==> config.mk <==
export PLATFORM = sky130hd
export DESIGN_NAME = button_debounce_event_classifier
export DESIGN_NICKNAME = d
export VERILOG_FILES = /design/src/rtl/bdec_pkg.sv /design/src/rtl/bdec_cfg.sv /design/src/rtl/bdec_core.sv /design/src/rtl/button_debounce_event_classifier.sv
export SDC_FILE = /design/constraint.sdc
export NUM_CORES = 1
export LEC_CHECK = 0
export ABC_AREA = 1
export BUFFER_PORTS_ARGS = -buffer_cell sky130_fd_sc_hd__buf_2
export CORE_MARGIN = 2
export CORE_UTILIZATION = 60
export DETAILED_ROUTE_END_ITERATION = 8
export PLACE_DENSITY = 0.85
export SYNTH_ARGS = -nofsm -noshare
export SYNTH_HDL_FRONTEND = slang
export SYNTH_HIERARCHICAL = 1
export SYNTH_SLANG_ARGS = --single-unit
==> constraint.sdc <==
create_clock -name clk_i -period 3.8 [get_ports clk_i]
set_input_delay 0.57 -clock clk_i [delete_from_list [all_inputs] [get_ports clk_i]]
set_output_delay 0.57 -clock clk_i [all_outputs]
set_load 0.005 [all_outputs]
==> src/rtl/bdec_pkg.sv <==
// package for the button debounce event classifier
// holds shared constants, the event code enum and the config and result structs
// no dependencies
package bdec_pkg;

  localparam int unsigned HoldCountBits = 16;
  localparam int unsigned HoldLimitBits = 16;
  localparam int unsigned HoldCmpBits   =
    (HoldCountBits > HoldLimitBits) ? HoldCountBits : HoldLimitBits;

  localparam int unsigned CfgIndexBits = 2;
  localparam int unsigned CfgDataBits  = 16;

  localparam logic [7:0]               IntegratorMaxReset = 8'd5;
  localparam logic [7:0]               EvalPeriodReset    = 8'd5;
  localparam logic [HoldLimitBits-1:0] HoldLimitReset     = HoldLimitBits'(60);

  typedef enum logic [CfgIndexBits-1:0] {
    CFG_INTEGRATOR_MAX = 2'd0,
    CFG_EVAL_PERIOD    = 2'd1,
    CFG_HOLD_LIMIT     = 2'd2
  } cfg_index_e;

  typedef enum logic [1:0] {
    EV_NONE     = 2'd0,
    EV_PRESSED  = 2'd1,
    EV_HELD     = 2'd2,
    EV_RELEASED = 2'd3
  } event_e;

  typedef struct packed {
    logic [7:0]               integrator_max;
    logic [7:0]               eval_period;
    logic [HoldLimitBits-1:0] hold_limit;
  } cfg_t;

  typedef struct packed {
    logic   debounced;
    logic   long_press;
    event_e event_res;
  } result_t;

endpackage

==> src/rtl/bdec_cfg.sv <==
// configuration register file for the button debounce event classifier
// holds integrator_max, eval_period and hold_limit; depends on bdec_pkg
module bdec_cfg (
  input  logic                                 clk_i,
  input  logic                                 rst_ni,
  input  logic                                 cfg_valid_i,
  output logic                                 cfg_ready_o,
  input  logic [bdec_pkg::CfgIndexBits-1:0]    cfg_index_i,
  input  logic [bdec_pkg::CfgDataBits-1:0]     cfg_data_i,
  output bdec_pkg::cfg_t                       cfg_o
);

  bdec_pkg::cfg_t cfg_q, cfg_d;
  logic           wr_en;

  assign cfg_ready_o = 1'b1;
  assign wr_en       = cfg_valid_i & cfg_ready_o;

  always_comb begin
    cfg_d = cfg_q;
    if (wr_en) begin
      case (cfg_index_i)
        bdec_pkg::CFG_INTEGRATOR_MAX: cfg_d.integrator_max = cfg_data_i[7:0];
        bdec_pkg::CFG_EVAL_PERIOD:    cfg_d.eval_period    = cfg_data_i[7:0];
        bdec_pkg::CFG_HOLD_LIMIT:
          cfg_d.hold_limit = cfg_data_i[bdec_pkg::HoldLimitBits-1:0];
        default: cfg_d = cfg_q;
      endcase
    end
  end

  always_ff @(posedge clk_i or negedge rst_ni) begin
    if (!rst_ni) begin
      cfg_q.integrator_max <= bdec_pkg::IntegratorMaxReset;
      cfg_q.eval_period    <= bdec_pkg::EvalPeriodReset;
      cfg_q.hold_limit     <= bdec_pkg::HoldLimitReset;
    end else begin
      cfg_q <= cfg_d;
    end
  end

  assign cfg_o = cfg_q;

endmodule

==> src/rtl/bdec_core.sv <==
// debounce state and event logic: integrator, tick divider, pressed flag, hold count
// computes one result per accepted sample; depends on bdec_pkg
module bdec_core (
  input  logic                clk_i,
  input  logic                rst_ni,
  input  logic                step_i,
  input  logic                raw_level_i,
  input  bdec_pkg::cfg_t      cfg_i,
  output bdec_pkg::result_t   result_o
);

  logic [7:0]                         integ_q, integ_d;
  logic [7:0]                         div_q, div_d;
  logic                               flag_q, flag_d;
  logic [bdec_pkg::HoldCountBits-1:0] hold_q, hold_d;

  logic [7:0] top;
  logic [7:0] period;
  logic [7:0] integ_n;
  logic [7:0] div_inc;
  logic       eval;

  assign top    = (cfg_i.integrator_max == 8'd0) ? 8'd1 : cfg_i.integrator_max;
  assign period = (cfg_i.eval_period == 8'd0) ? 8'd1 : cfg_i.eval_period;

  always_comb begin
    if (raw_level_i) begin
      integ_n = (integ_q != 8'd0) ? integ_q - 8'd1 : integ_q;
    end else begin
      integ_n = (integ_q < top) ? integ_q + 8'd1 : top;
    end
  end

  assign div_inc = div_q + 8'd1;
  assign eval    = (div_inc >= period);

  always_comb begin
    integ_d              = integ_q;
    div_d                = div_q;
    flag_d               = flag_q;
    hold_d               = hold_q;
    result_o.event_res   = bdec_pkg::EV_NONE;
    result_o.long_press  = 1'b0;
    if (step_i) begin
      integ_d = integ_n;
      div_d   = eval ? 8'd0 : div_inc;
      if (eval) begin
        if (integ_n >= top) begin
          result_o.event_res = flag_q ? bdec_pkg::EV_HELD : bdec_pkg::EV_PRESSED;
          if (hold_q != '1) begin
            hold_d = hold_q + 1'b1;
          end
          flag_d = 1'b1;
          result_o.long_press = flag_q &&
            (bdec_pkg::HoldCmpBits'(hold_d) > bdec_pkg::HoldCmpBits'(cfg_i.hold_limit));
        end else if (integ_n == 8'd0) begin
          result_o.event_res = flag_q ? bdec_pkg::EV_RELEASED : bdec_pkg::EV_NONE;
          hold_d = '0;
          flag_d = 1'b0;
        end
      end
    end
    result_o.debounced = flag_d;
  end

  always_ff @(posedge clk_i or negedge rst_ni) begin
    if (!rst_ni) begin
      integ_q <= '0;
      div_q   <= '0;
      flag_q  <= 1'b0;
      hold_q  <= '0;
    end else begin
      integ_q <= integ_d;
      div_q   <= div_d;
      flag_q  <= flag_d;
      hold_q  <= hold_d;
    end
  end

endmodule

==> src/rtl/button_debounce_event_classifier.sv <==
// Button debounce event classifier. Each input transaction carries one raw
// active-low button sample; each one yields exactly one result transaction with
// the event code (none, pressed, held, released), a long-press flag and the
// debounced state. The state update and classification happen in the cycle the
// sample is accepted, and the result lands in an output register, so it is
// offered in the next cycle; a new sample is taken every cycle while the
// result register is empty or being drained. Configuration writes are taken at
// any time and should only be issued while the block is idle.
// depends on bdec_pkg, bdec_cfg and bdec_core
module button_debounce_event_classifier (
  input  logic                              clk_i,
  input  logic                              rst_ni,
  input  logic                              s_axis_tvalid,
  output logic                              s_axis_tready,
  input  logic [7:0]                        s_axis_tdata,  // [0] raw_level
  output logic                              m_axis_tvalid,
  input  logic                              m_axis_tready,
  output logic [7:0]                        m_axis_tdata,  // [1:0] event_res, [2] long_press,
                                                           // [3] debounced
  input  logic                              cfg_valid_i,
  output logic                              cfg_ready_o,
  input  logic [bdec_pkg::CfgIndexBits-1:0] cfg_index_i,
  input  logic [bdec_pkg::CfgDataBits-1:0]  cfg_data_i
);

  bdec_pkg::cfg_t    cfg;
  bdec_pkg::result_t result;
  bdec_pkg::result_t res_q;
  logic              out_valid_q, out_valid_d;
  logic              step;

  assign s_axis_tready = !out_valid_q || m_axis_tready;
  assign step          = s_axis_tvalid && s_axis_tready;

  bdec_cfg u_cfg (
    .clk_i       (clk_i),
    .rst_ni      (rst_ni),
    .cfg_valid_i (cfg_valid_i),
    .cfg_ready_o (cfg_ready_o),
    .cfg_index_i (cfg_index_i),
    .cfg_data_i  (cfg_data_i),
    .cfg_o       (cfg)
  );

  bdec_core u_core (
    .clk_i       (clk_i),
    .rst_ni      (rst_ni),
    .step_i      (step),
    .raw_level_i (s_axis_tdata[0]),
    .cfg_i       (cfg),
    .result_o    (result)
  );

  always_comb begin
    out_valid_d = out_valid_q;
    if (step) begin
      out_valid_d = 1'b1;
    end else if (m_axis_tready) begin
      out_valid_d = 1'b0;
    end
  end

  always_ff @(posedge clk_i or negedge rst_ni) begin
    if (!rst_ni) begin
      out_valid_q <= 1'b0;
    end else begin
      out_valid_q <= out_valid_d;
    end
  end

  always_ff @(posedge clk_i) begin
    if (step) begin
      res_q <= result;
    end
  end

  assign m_axis_tvalid = out_valid_q;
  assign m_axis_tdata  = {4'b0000, res_q.debounced, res_q.long_press, res_q.event_res};

endmodule
==> parameters.txt, run 1 <==
Parameter                              Value

CTS
  Number of buffers added to fix hold violations after cts ... 0
  Source-to-sink clock delay at the later pin of the worst-skew pair ... 350 ps
  Worst-case clock buffer depth ... 2
  Post-CTS setup buffer count ... 0
  CTS resizes ... 0
  Clock tree from TritonCTS ... done
  Clock sinks ... 70
  Register clock-pin slew on the reported worst setup and hold paths ... 80 ps
  Cts bufs inserted ... 9
  Clock Tree Root ... sky130_fd_sc_hd__clkbuf_8
  Htree depth ... 3

Global route
  Antenna violations before repair ... 0
  Pin count of the biggest net entering global routing ... 38
  Overflow left after global routing ... 0
  Via count of the first global-routing pass ... 4,167
  GRT Overall Usage ... 0.271
  Global-route wire length before repair ... 19,200 um

Floorplanning
  Starting density of the core ... 0.613
  IO Pins ... 42
  Width of the die ... 95.4 um
  Area of the die ... 9100 um^2
  Chip Height ... 95.4 um
  Std-Cell Rows ... 33
  Total core area ... 8180 um^2

Outcome
  Outcome ... finished, final reports clean

Setup path
  Endpoint required time on the critical path ... 4000 ps
  Reg2Reg Setup Slack ... 240 ps
  Reg2Reg Capture Point ... m_axis_tdata[1]$_DFFE_PP_
  Standard cell with the maximum stage delay on the critical path ... sky130_fd_sc_hd__dfrtp_1
  Arrival time at the worst endpoint ... 3760 ps
  CP Cell Sequence ... inv_1 > nand2_1 > o21ai_2 > nand2_1 > nand2_1 > nand2_1 > nand2_1 > nand2_1 > nand2_2 > nand2_1 > nand2_1 > nand3_1 > nand2_1 > inv_1 > ha_1 > nand2_1 > nor2_1 > nand4_1 > and3_1 > nor2_2 > inv_1 > buf_4 > a21boi_1
  CP Buf/Inv Count ... 4
  Launch instance of the worst register-to-register path ... u_cfg/cfg_o[28]$_DFFE_PN0P_
  Cell class contributing the biggest share of worst-path delay ... simple AND/OR/NAND/NOR gates
  Reg2Reg Depth ... 23
  Kind of end point of the critical path ... flip-flop
  Most prevalent standard cell on the critical path ... sky130_fd_sc_hd__nand2_1
  Critical path depth ... 23
  Maximum net fanout on the critical path ... 20
  Peak per-stage delay on the critical path ... 420 ps
  Kind of critical path ... flip-flop to flip-flop
  Launching element type of the critical path ... flip-flop

Power and ir drop
  Pwr Density ... 580 nW/um^2
  Switching Fraction ... 0.415
  Clock network fraction of design power ... 0.230
  Static leakage power ... 0.00284 uW
  Power spent charging and discharging nets ... 1300 uW
  Part of the total power dissipated in combinational logic ... 0.431
  Post-layout total power ... 3140 uW
  Sequential cell fraction of total power ... 0.340
  Internal power contribution ... 1830 uW
  Maximum resistive drop on vdd ... 0.347 mV

Placed design
  Area after detailed placement ... 5160 um^2
  Number of port buffers ... 29
  DP HPWL ... 8380 um
  Routability-driven placement congestion ratio ... 0.958

Drt
  Wirelength per Cell ... 14.6 um
  Antenna viol nets, final ... 0
  Remaining design rule violation count ... 0
  WL final ... 11,600 um
  Detailed Routing Iterations Pass 1 ... 5
  Via count of the routed design ... 4,548
  DR vias/cell ... 5.73
  Violation count after the first detailed-route iteration ... 342

Synth
  Most area-consuming cells after synthesis ... sky130_fd_sc_hd__dfrtp_1 (29%), sky130_fd_sc_hd__nand2_1 (11%), sky130_fd_sc_hd__ha_1 (11%)
  Post-synthesis cell count ... 663
  Library cells used by synthesis ... 42
  Average footprint of a synthesized cell ... 7.56 um^2
  Biggest area consumer among synthesized cells ... sky130_fd_sc_hd__dfrtp_1
  Fraction of synthesized cell area taken by the top area cell type ... 0.289
  Yosys warning total ... 6
  Share of synthesized area occupied by flip-flops and latches ... 0.355
  Number of flip-flops and latches in the synthesized netlist ... 70
  Synthesized area ... 5010 um^2

STA
  Final worst path period need ... 3560 ps
  Least-Margin Pin Slew ... 675 ps
  Total negative slack ... 0 ps
  Final max-slew violation count ... 0
  Maximum operating frequency ... 281 MHz
  Max-slew headroom at the worst pin ... 0.550
  Hold Violations, Final ... 0
  Number of setup violations in the final report ... 0
  Unrepaired setup endpoints after global routing ... false
  Final worst-path cycle share ... 0.936
  Max Clock Skew ... 14.2 ps
  Minimum hold slack ... 243 ps

Final layout
  Final core area utilization ... 0.661
  Number of antenna repair diodes ... 0
  Layout overhead on the synthesized area ... 7.79%
  Final-layout fill cell count ... 674
  Share of post-route cells with drive strength above 1 ... 0.110
  Finished Cell Area ... 5400 um^2
  Number of nets in the layout ... 759

Worst hold path
  Min-Delay Path Class ... input pin to asynchronous set/reset pin

Job
  Number of max-capacitance violations reported ... 0
## synthesized netlist by cell type
cell / number
sky130_fd_sc_hd__buf_6: 5
sky130_fd_sc_hd__nand2_4: 1
sky130_fd_sc_hd__and3_1: 1
sky130_fd_sc_hd__nand3_1: 68
sky130_fd_sc_hd__inv_2: 2
sky130_fd_sc_hd__dfrtp_1: 58
sky130_fd_sc_hd__clkbuf_1: 5
sky130_fd_sc_hd__nor4_1: 2
sky130_fd_sc_hd__nand3b_1: 3
sky130_fd_sc_hd__nand3_2: 1
sky130_fd_sc_hd__nor2_8: 1
sky130_fd_sc_hd__nor2_1: 36
sky130_fd_sc_hd__nand4_1: 28
sky130_fd_sc_hd__edfxtp_1: 4
sky130_fd_sc_hd__o31a_1: 1
sky130_fd_sc_hd__a31oi_1: 1
sky130_fd_sc_hd__inv_1: 99
sky130_fd_sc_hd__o211ai_1: 1
sky130_fd_sc_hd__nor3_1: 16
sky130_fd_sc_hd__nor3_2: 1
sky130_fd_sc_hd__ha_1: 44
sky130_fd_sc_hd__a21boi_1: 1
sky130_fd_sc_hd__xor2_1: 20
sky130_fd_sc_hd__a211oi_1: 3
sky130_fd_sc_hd__or4_1: 1
sky130_fd_sc_hd__xnor2_1: 3
sky130_fd_sc_hd__o21ai_0: 23
sky130_fd_sc_hd__nand3_4: 2
sky130_fd_sc_hd__a21oi_2: 1
sky130_fd_sc_hd__nand2_1: 150
sky130_fd_sc_hd__dfstp_2: 8
sky130_fd_sc_hd__o21ai_2: 1
sky130_fd_sc_hd__buf_1: 1
sky130_fd_sc_hd__a21oi_1: 40
sky130_fd_sc_hd__buf_4: 12
sky130_fd_sc_hd__a41o_1: 1
sky130_fd_sc_hd__o21a_1: 4
sky130_fd_sc_hd__buf_2: 6
sky130_fd_sc_hd__nand2_2: 2
sky130_fd_sc_hd__nor2_2: 3
sky130_fd_sc_hd__nor4b_1: 1
sky130_fd_sc_hd__conb_1: 2
## routing by layer
metal	global-route usage	wire length, um	part of all wire	vias to the layer above
li1	-	-	-	2200
met1	0.376	5140	0.44	2118
met2	0.430	5470	0.47	203
met3	0.0379	728	0.063	27
met4	0.112	233	0.020	0
met5	0	0	0	-
## through the flow
| step | cells | setup slack (ps) |
|---|---|---|
| 2_1_floorplan | 666 | 664 |
| 3_3_place_gp | 778 | 499 |
| 3_5_place_dp | 778 | 390 |
| 4_1_cts | 794 | 272 |
| 5_1_grt | 794 | 35.3 |
| 6_report | 794 | 244 |
## layout by cell type, fill, tap and decap left out, types with 20 or more instances in the layout
| cell type | synthesis | final |
|---|---|---|
| sky130_fd_sc_hd__a21oi_1 | 40 | 39 |
| sky130_fd_sc_hd__buf_2 | 6 | 29 |
| sky130_fd_sc_hd__dfrtp_1 | 58 | 58 |
| sky130_fd_sc_hd__ha_1 | 44 | 44 |
| sky130_fd_sc_hd__inv_1 | 99 | 99 |
| sky130_fd_sc_hd__nand2_1 | 150 | 150 |
| sky130_fd_sc_hd__nand3_1 | 68 | 68 |
| sky130_fd_sc_hd__nand4_1 | 28 | 28 |
| sky130_fd_sc_hd__nor2_1 | 36 | 35 |
| sky130_fd_sc_hd__o21ai_0 | 23 | 23 |
| sky130_fd_sc_hd__xor2_1 | 20 | 20 |
## sequential cells by signal, summed over array words and instances (netlist names)
register        count
m_axis_tdata        4
m_axis_tvalid       1
u_cfg/cfg_o        32
u_core/div_q        8
u_core/flag_q       1
u_core/hold_q      16
u_core/integ_q      8
## layout make-up
class	instances	area, um^2	area share
clock inverter	4	76.3	0.0141
multi-input combinational	466	2670	0.494
clock buffer	12	166	0.0308
sequential	70	1780	0.330
timing repair buffer	36	198	0.0366
tap	105	131	0.0243
inverter	101	379	0.0702
## power by group through the flow
| stage | Clock [uW] | Combinational (uW) | Sequential (uW) |
|---|---|---|---|
| after floorplan | 0 | 1020 | 1010 |
| after global placement | 0 | 1220 | 1060 |
| after detailed placement | 0 | 1290 | 1070 |
| after CTS | 731 | 1320 | 1060 |
| after global routing | 759 | 1530 | 1090 |
| final | 720 | 1350 | 1060 |
## worst max-delay path by stage
stage	from	to	slack (ps)
2_1_floorplan	u_core/integ_q[5]$_DFFE_PN0P_	m_axis_tdata[3]$_DFFE_PP_	660
3_3_place_gp	u_cfg/cfg_o[27]$_DFFE_PN0P_	m_axis_tdata[1]$_DFFE_PP_	500
3_5_place_dp	u_cfg/cfg_o[28]$_DFFE_PN0P_	m_axis_tdata[1]$_DFFE_PP_	390
4_1_cts	u_cfg/cfg_o[28]$_DFFE_PN0P_	m_axis_tdata[1]$_DFFE_PP_	270
5_1_grt	u_cfg/cfg_o[28]$_DFFE_PN0P_	m_axis_tdata[3]$_DFFE_PP_	40
6_report	u_cfg/cfg_o[28]$_DFFE_PN0P_	m_axis_tdata[1]$_DFFE_PP_	240
## worst reg2reg max path, stage by stage, from the launching register on
cell                       delay (ps)
sky130_fd_sc_hd__dfrtp_1          420
sky130_fd_sc_hd__inv_1            150
sky130_fd_sc_hd__nand2_1          100
sky130_fd_sc_hd__o21ai_2          210
sky130_fd_sc_hd__nand2_1           70
sky130_fd_sc_hd__nand2_1           70
sky130_fd_sc_hd__nand2_1           60
sky130_fd_sc_hd__nand2_1           60
sky130_fd_sc_hd__nand2_1           70
sky130_fd_sc_hd__nand2_2          180
sky130_fd_sc_hd__nand2_1          200
sky130_fd_sc_hd__nand2_1          120
sky130_fd_sc_hd__nand3_1           70
sky130_fd_sc_hd__nand2_1          130
sky130_fd_sc_hd__inv_1             80
sky130_fd_sc_hd__ha_1             280
sky130_fd_sc_hd__nand2_1           60
sky130_fd_sc_hd__nor2_1           150
sky130_fd_sc_hd__nand4_1           90
sky130_fd_sc_hd__and3_1           240
sky130_fd_sc_hd__nor2_2           160
sky130_fd_sc_hd__inv_1             60
sky130_fd_sc_hd__buf_4            210
sky130_fd_sc_hd__a21boi_1         160
## cells by family (layout without fill, tap and decap cells)
logic type / count (synthesis) / in the layout / share of synthesized area
and+or+nand+nor: 317 / 317 / 0.293
xor gates and xnor gates: 23 / 23 / 0.0402
DFF: 70 / 70 / 0.355
buffers and inverters: 130 / 153 / 0.115
adders and majority gates: 44 / 44 / 0.110
other: 2 / 5 / 0.00150
AOI/OAI and AO/OA: 77 / 77 / 0.0849
(Power assumes the default switching activity.)
==> run 2: changes to the inputs <==
--- a/config.mk
+++ b/config.mk
@@ -7,10 +7,9 @@
 export LEC_CHECK = 0
 export ABC_AREA = 1
 export BUFFER_PORTS_ARGS = -buffer_cell sky130_fd_sc_hd__buf_2
-export CORE_MARGIN = 2
-export CORE_UTILIZATION = 60
+export CORE_UTILIZATION = 55
 export DETAILED_ROUTE_END_ITERATION = 8
-export PLACE_DENSITY = 0.85
+export PLACE_DENSITY = 0.82
 export SYNTH_ARGS = -nofsm -noshare
 export SYNTH_HDL_FRONTEND = slang
 export SYNTH_HIERARCHICAL = 1
==> constraint.sdc (replaced) <==
create_clock -name clk_i -period 3.1 [get_ports clk_i]
set_input_delay 0.465 -clock clk_i [delete_from_list [all_inputs] [get_ports clk_i]]
set_output_delay 0.465 -clock clk_i [all_outputs]
set_load 0.005 [all_outputs]
==> parameters.txt, run 2 (synthesis gave the netlist of run 1 again) <==
Parameter                              Value

Final layout
  Number of nets in the layout ... 825
  Most common cell after layout, fill and taps aside ... sky130_fd_sc_hd__nand2_1
  Final core area utilization ... 0.716
  Flip-flop count of the largest register, all copies and words added ... 32
  Leading cell types in the layout, fill and taps excluded ... sky130_fd_sc_hd__nand2_1 (137), sky130_fd_sc_hd__inv_1 (91), sky130_fd_sc_hd__buf_4 (62), sky130_fd_sc_hd__nand3_1 (60), sky130_fd_sc_hd__dfrtp_1 (57)
  Number of non-filler instances in the completed layout ... 863
  Number of antenna repair diodes ... 0
  Share of post-route cells with drive strength above 1 ... 0.268
  Layout overhead on the synthesized area ... 25.2%

STA
  Hold Violations, Final ... 0
  Final max-slew violation count ... 0
  Final worst-path cycle share ... 1.06
  Min setup slack post-route ... -192 ps
  Maximum operating frequency ... 304 MHz
  Max Clock Skew ... 12.7 ps
  Final worst path period need ... 3290 ps
  Max-slew headroom at the worst pin ... 0.551
  Unrepaired setup endpoints after global routing ... true
  Minimum hold slack ... 148 ps
  Number of setup violations in the final report ... 21
  Least-Margin Pin Slew ... 673 ps

Floorplanning
  Area of the die ... 9500 um^2
  Starting density of the core ... 0.572
  IO Pins ... 42
  Width of the die ... 97.5 um
  Std-Cell Rows ... 34
  Total core area ... 8760 um^2
  Chip Height ... 97.5 um

Global route
  Overflow left after global routing ... 0
  Met2 usage ... 0.446
  Via count of the first global-routing pass ... 4,539
  Pin count of the biggest net entering global routing ... 37
  GRT Overall Usage ... 0.267
  Antenna violations before repair ... 0
  Global-route wire length before repair ... 20,500 um
  Global Route met1 Usage ... 0.354
  Highest-utilization routing layer at the global route stage ... met2
  Met3 global-route usage ... 0.0446

Worst hold path
  Min-Delay Path Class ... input pin to asynchronous set/reset pin

Power and ir drop
  Static leakage power ... 0.00321 uW
  Maximum resistive drop on vdd ... 0.420 mV
  Pwr Density ... 764 nW/um^2

Setup path
  Maximum net fanout on the critical path ... 5
  Endpoint required time on the critical path ... 3200 ps
  Launch instance of the worst register-to-register path ... u_cfg/cfg_o[29]$_DFFE_PN0P_
  Launching element type of the critical path ... flip-flop
  Reg2Reg Capture Point ... m_axis_tdata[0]$_DFFE_PP_
  Arrival time at the worst endpoint ... 3400 ps
  Kind of critical path ... flip-flop to flip-flop
  Reg2Reg Setup Slack ... -190 ps
  Reg2Reg Depth ... 23
  Kind of end point of the critical path ... flip-flop

CTS
  Cts bufs inserted ... 9
  Clock tree from TritonCTS ... done
  Worst-case clock buffer depth ... 2
  Htree depth ... 3
  Source-to-sink clock delay at the later pin of the worst-skew pair ... 350 ps
  Register clock-pin slew on the reported worst setup and hold paths ... 90 ps
  Clock sinks ... 70
  Clock Tree Root ... sky130_fd_sc_hd__clkbuf_8

Outcome
  Outcome ... complete, but fails checks
  Failing checks ... setup timing

Drt
  WL final ... 14,300 um
  Remaining design rule violation count ... 0
  Antenna viol nets, final ... 0
  Wirelength per Cell ... 16.5 um
  Violation count after the first detailed-route iteration ... 446
  DR vias/cell ... 5.94
  Detailed Routing Iterations Pass 1 ... 6
  Via count of the routed design ... 5,127

Placed design
  Dpl cells ... 820
  DP HPWL ... 8660 um
  Routability-driven placement congestion ratio ... 0.915
  Number of port buffers ... 29

Job
  Number of max-capacitance violations reported ... 0
[run 2: metrics by stage]
stage	worst slack (ps)	cell area [um^2]	TNS, ps	power, uW
2_1_floorplan	106	5030	0	2490
3_3_place_gp	-71.3	5460	-90.6	3030
3_5_place_dp	-135	5460	-1660	3150
4_1_cts	-30.9	5860	-30.9	4170
5_1_grt	-256	6280	-4610	5050
6_report	-192	6280	-2730	4800
[run 2: worst max-delay path, stage by stage (launching register included)]
cell                       delay [ps]
sky130_fd_sc_hd__dfrtp_1          400
sky130_fd_sc_hd__buf_6            130
sky130_fd_sc_hd__nor2_4           110
sky130_fd_sc_hd__nand2_2           70
sky130_fd_sc_hd__o21ai_4          180
sky130_fd_sc_hd__nand2_1           80
sky130_fd_sc_hd__nand2_1           80
sky130_fd_sc_hd__nand2_1           70
sky130_fd_sc_hd__nand2_1           80
sky130_fd_sc_hd__nand2_2           60
sky130_fd_sc_hd__nand2_4          110
sky130_fd_sc_hd__buf_4            120
sky130_fd_sc_hd__nand3b_1         120
sky130_fd_sc_hd__nand3_1          120
sky130_fd_sc_hd__nand2_1          100
sky130_fd_sc_hd__inv_1            120
sky130_fd_sc_hd__ha_4             220
sky130_fd_sc_hd__a21oi_2          120
sky130_fd_sc_hd__o21a_1           170
sky130_fd_sc_hd__and3_4           230
sky130_fd_sc_hd__nor2_4            50
sky130_fd_sc_hd__buf_6            120
sky130_fd_sc_hd__o21ai_4          140
sky130_fd_sc_hd__a21oi_2           40
[run 2: final cells by class]
class	instances	area (um^2)
Fill cell	578	2480
Timing Repair Buffer	102	738
Inverter	101	382
Multi-Input combinational cell	466	3020
Clock buffer	12	166
Sequential cell	70	1780
Tap cell	108	135
Clock inverter	4	50.0
[run 2: worst max path at each step]
stage                                       start                         to  slack [ps]  cells after the start
finish                u_cfg/cfg_o[29]$_DFFE_PN0P_  m_axis_tdata[0]$_DFFE_PP_        -190                     23
global route          u_cfg/cfg_o[29]$_DFFE_PN0P_  m_axis_tdata[0]$_DFFE_PP_        -260                     23
CTS                   u_cfg/cfg_o[29]$_DFFE_PN0P_  m_axis_tdata[1]$_DFFE_PP_         -30                     20
detailed placement    u_cfg/cfg_o[29]$_DFFE_PN0P_  m_axis_tdata[0]$_DFFE_PP_        -130                     20
global placement      u_cfg/cfg_o[26]$_DFFE_PN1P_  m_axis_tdata[0]$_DFFE_PP_         -70                     22
floorplan           u_core/integ_q[5]$_DFFE_PN0P_  m_axis_tdata[3]$_DFFE_PP_         110                     20
[run 2: timing repair]
item,CTS,global route
resized for setup,22,71
buffers inserted,10,15
endpoints found under the setup margin,21,21
pin swaps,14,39
endpoints found under the hold margin,0,0
cloned,1,1
hold buffers,0,0
[run 2: power breakdown]
| part | switching (uW) | internal, uW | total, uW |
|---|---|---|---|
| clock network | 368 | 446 | 814 |
| registers | 174 | 1110 | 1280 |
| logic | 1530 | 1170 | 2700 |
[run 2: layer usage]
metal	share of wire	up-vias
met2	0.48	295
met4	0.043	0
met1	0.40	2420
met5	0	-
met3	0.076	76
li1	-	2336
==> run 3: changes to the inputs <==
--- a/config.mk
+++ b/config.mk
@@ -8,8 +8,10 @@
 export ABC_AREA = 1
 export BUFFER_PORTS_ARGS = -buffer_cell sky130_fd_sc_hd__buf_2
 export CORE_UTILIZATION = 55
+export CTS_BUF_LIST = sky130_fd_sc_hd__clkbuf_16
 export DETAILED_ROUTE_END_ITERATION = 8
 export PLACE_DENSITY = 0.82
+export SETUP_SLACK_MARGIN = 0.02
 export SYNTH_ARGS = -nofsm -noshare
 export SYNTH_HDL_FRONTEND = slang
 export SYNTH_HIERARCHICAL = 1
==> parameters.txt, run 3 (synthesis gave the netlist of run 1 again) <==
Parameter                              Value

CTS
  Clock sinks ... 70
  Source-to-sink clock delay at the later pin of the worst-skew pair ... 330 ps
  Number of buffers added to fix hold violations after cts ... 0
  Clock tree from TritonCTS ... done
  Cts bufs inserted ... 9
  Worst-case clock buffer depth ... 2
  Htree depth ... 3
  Register clock-pin slew on the reported worst setup and hold paths ... 60 ps
  Clock Tree Root ... sky130_fd_sc_hd__clkbuf_16

Setup path
  Arrival time at the worst endpoint ... 3340 ps
  Cell class contributing the biggest share of worst-path delay ... simple AND/OR/NAND/NOR gates
  CP Cell Sequence ... ha_2 > inv_1 > nor3_2 > inv_1 > nor2_1 > inv_1 > nor4b_2 > buf_4 > nor3_1 > a21oi_1 > ha_1 > nand2_1 > inv_1 > o21ai_0 > o211ai_1 > nand2_1 > nand2_1 > o21ai_1 > a211oi_2
  Standard cell with the maximum stage delay on the critical path ... sky130_fd_sc_hd__dfrtp_1
  Maximum net fanout on the critical path ... 4
  Endpoint required time on the critical path ... 3160 ps
  Kind of critical path ... flip-flop to flip-flop
  Kind of end point of the critical path ... flip-flop
  Reg2Reg Setup Slack ... -180 ps
  Most prevalent standard cell on the critical path ... sky130_fd_sc_hd__inv_1
  Peak per-stage delay on the critical path ... 400 ps
  Launching element type of the critical path ... flip-flop
  CP Buf/Inv Count ... 5

Floorplanning
  IO Pins ... 42
  Starting density of the core ... 0.572
  Std-Cell Rows ... 34
  Area of the die ... 9500 um^2
  Width of the die ... 97.5 um
  Chip Height ... 97.5 um
  Total core area ... 8760 um^2

Power and ir drop
  Static leakage power ... 0.00319 uW
  Pwr Density ... 766 nW/um^2
  Maximum resistive drop on vdd ... 0.386 mV
  Post-layout total power ... 4740 uW

Final layout
  Leading cell types in the layout, fill and taps excluded ... sky130_fd_sc_hd__nand2_1 (141), sky130_fd_sc_hd__inv_1 (95), sky130_fd_sc_hd__dfrtp_1 (58), sky130_fd_sc_hd__nand3_1 (57), sky130_fd_sc_hd__buf_4 (53)
  Number of antenna repair diodes ... 0
  Area taken by flip-flops and latches ... 1780 um^2
  Share of post-route cells with drive strength above 1 ... 0.244
  Area of combinational cells with multiple inputs ... 2930 um^2
  Flip-flop count of the largest register, all copies and words added ... 32
  Most common cell after layout, fill and taps aside ... sky130_fd_sc_hd__nand2_1
  Number of nets in the layout ... 816
  Layout overhead on the synthesized area ... 23.5%
  Final-layout fill cell count ... 608

STA
  Final worst-path cycle share ... 1.06
  Max-slew headroom at the worst pin ... 0.556
  Hold Violations, Final ... 0
  Unrepaired setup endpoints after global routing ... true
  Final worst path period need ... 3280 ps
  Maximum operating frequency ... 305 MHz
  Least-Margin Pin Slew ... 667 ps
  Total negative slack ... -1750 ps
  Final max-slew violation count ... 0
  Min setup slack post-route ... -183 ps
  Number of setup violations in the final report ... 20
  Max Clock Skew ... 7.93 ps

Drt
  Antenna viol nets, final ... 0
  Detailed Routing Iterations Pass 1 ... 6
  Violation count after the first detailed-route iteration ... 456
  DR vias/cell ... 5.87
  Via count of the routed design ... 5,014
  Wirelength per Cell ... 16.1 um
  Remaining design rule violation count ... 0
  WL final ... 13,800 um

Job
  Number of max-capacitance violations reported ... 0

Outcome
  Failing checks ... setup timing
  Outcome ... complete, but fails checks

Global route
  Via count of the first global-routing pass ... 4,463
  Global Route met1 Usage ... 0.360
  Pin count of the biggest net entering global routing ... 37
  GRT Overall Usage ... 0.266
  Global-route wire length before repair ... 20,400 um
  Met3 global-route usage ... 0.0468
  Met2 usage ... 0.437
  Highest-utilization routing layer at the global route stage ... met2
  Antenna violations before repair ... 0
  Overflow left after global routing ... 0

Placed design
  DP HPWL ... 8660 um
  Routability-driven placement congestion ratio ... 0.915
  Number of port buffers ... 29

Worst hold path
  Min-Delay Path Class ... input pin to asynchronous set/reset pin
[run 3: changes by cell type in the layout (fill, tap and decap cells not counted), moves of 4 or more]
cell	before	now
sky130_fd_sc_hd__buf_4	62	53
sky130_fd_sc_hd__clkbuf_16	1	10
sky130_fd_sc_hd__clkbuf_8	10	0
sky130_fd_sc_hd__ha_4	8	4
sky130_fd_sc_hd__inv_1	91	95
sky130_fd_sc_hd__nand2_1	137	141
sky130_fd_sc_hd__nand2_4	8	4
[run 3: worst paths after layout]
check	end	start	depth (start not counted)
min reg2reg	u_cfg/cfg_o[3]$_DFFE_PN1P_	u_cfg/cfg_o[3]$_DFFE_PN1P_	2
max	m_axis_tdata[2]$_DFFE_PP_	u_core/hold_q[1]$_DFFE_PN0P_	19
max in group asynchronous	u_cfg/cfg_o[5]$_DFFE_PN1P_	rst_ni	2
min in group clk_i	m_axis_tvalid$_DFFE_PN0P_	s_axis_tvalid	3
min	u_core/integ_q[4]$_DFFE_PN0P_	rst_ni	1
max reg2reg	m_axis_tdata[2]$_DFFE_PP_	u_core/hold_q[1]$_DFFE_PN0P_	19
[run 3: routing by layer]
layer,part of all wire,routed length (um),up-vias
li1,-,-,2317
met3,0.083,1150,48
met4,0.025,345,0
met2,0.49,6720,268
met5,0,0,-
met1,0.40,5580,2381
[run 3: area by class of cell]
cell class,instances,area share
Inverter,101,0.0617
Multi-Input combinational cell,466,0.473
Timing Repair Buffer,93,0.106
Tap cell,108,0.0218
Clock buffer,10,0.0404
Sequential cell,70,0.288
Clock inverter,6,0.00930
[run 3: power breakdown]
group / internal, uW / switching [uW]
Sequential: 1110 / 165
Combinational: 1020 / 1380
Clock: 668 / 400
Total: 2800 / 1940
[run 3: stage by stage]
stage	utilization	worst slack (ps)	cells	hold WS, ps	instance area [um^2]
after floorplan	-	106	666	169	5030
after global placement	0.623	-71.3	820	453	5460
after detailed placement	0.623	-135	820	458	5460
after CTS	0.675	6.92	846	177	5920
after global routing	0.706	-291	854	218	6190
final	0.706	-183	854	169	6190
[run 3: worst register-to-register path, cell delays in order (launching register included)]
cell                       delay (ps)
sky130_fd_sc_hd__dfrtp_1          400
sky130_fd_sc_hd__ha_2             210
sky130_fd_sc_hd__inv_1             90
sky130_fd_sc_hd__nor3_2           220
sky130_fd_sc_hd__inv_1            110
sky130_fd_sc_hd__nor2_1           130
sky130_fd_sc_hd__inv_1             80
sky130_fd_sc_hd__nor4b_2          240
sky130_fd_sc_hd__buf_4            180
sky130_fd_sc_hd__nor3_1            40
sky130_fd_sc_hd__a21oi_1          240
sky130_fd_sc_hd__ha_1             290
sky130_fd_sc_hd__nand2_1           90
sky130_fd_sc_hd__inv_1             70
sky130_fd_sc_hd__o21ai_0           90
sky130_fd_sc_hd__o211ai_1         130
sky130_fd_sc_hd__nand2_1           80
sky130_fd_sc_hd__nand2_1           50
sky130_fd_sc_hd__o21ai_1          210
sky130_fd_sc_hd__a211oi_2          80
[run 3: timing repair]
item                                    CTS  global route
buffers inserted                         10             7
endpoints found under the setup margin   21            21
gates cloned                              0             1
pin swaps                                 7            23
resized for setup                        20            52
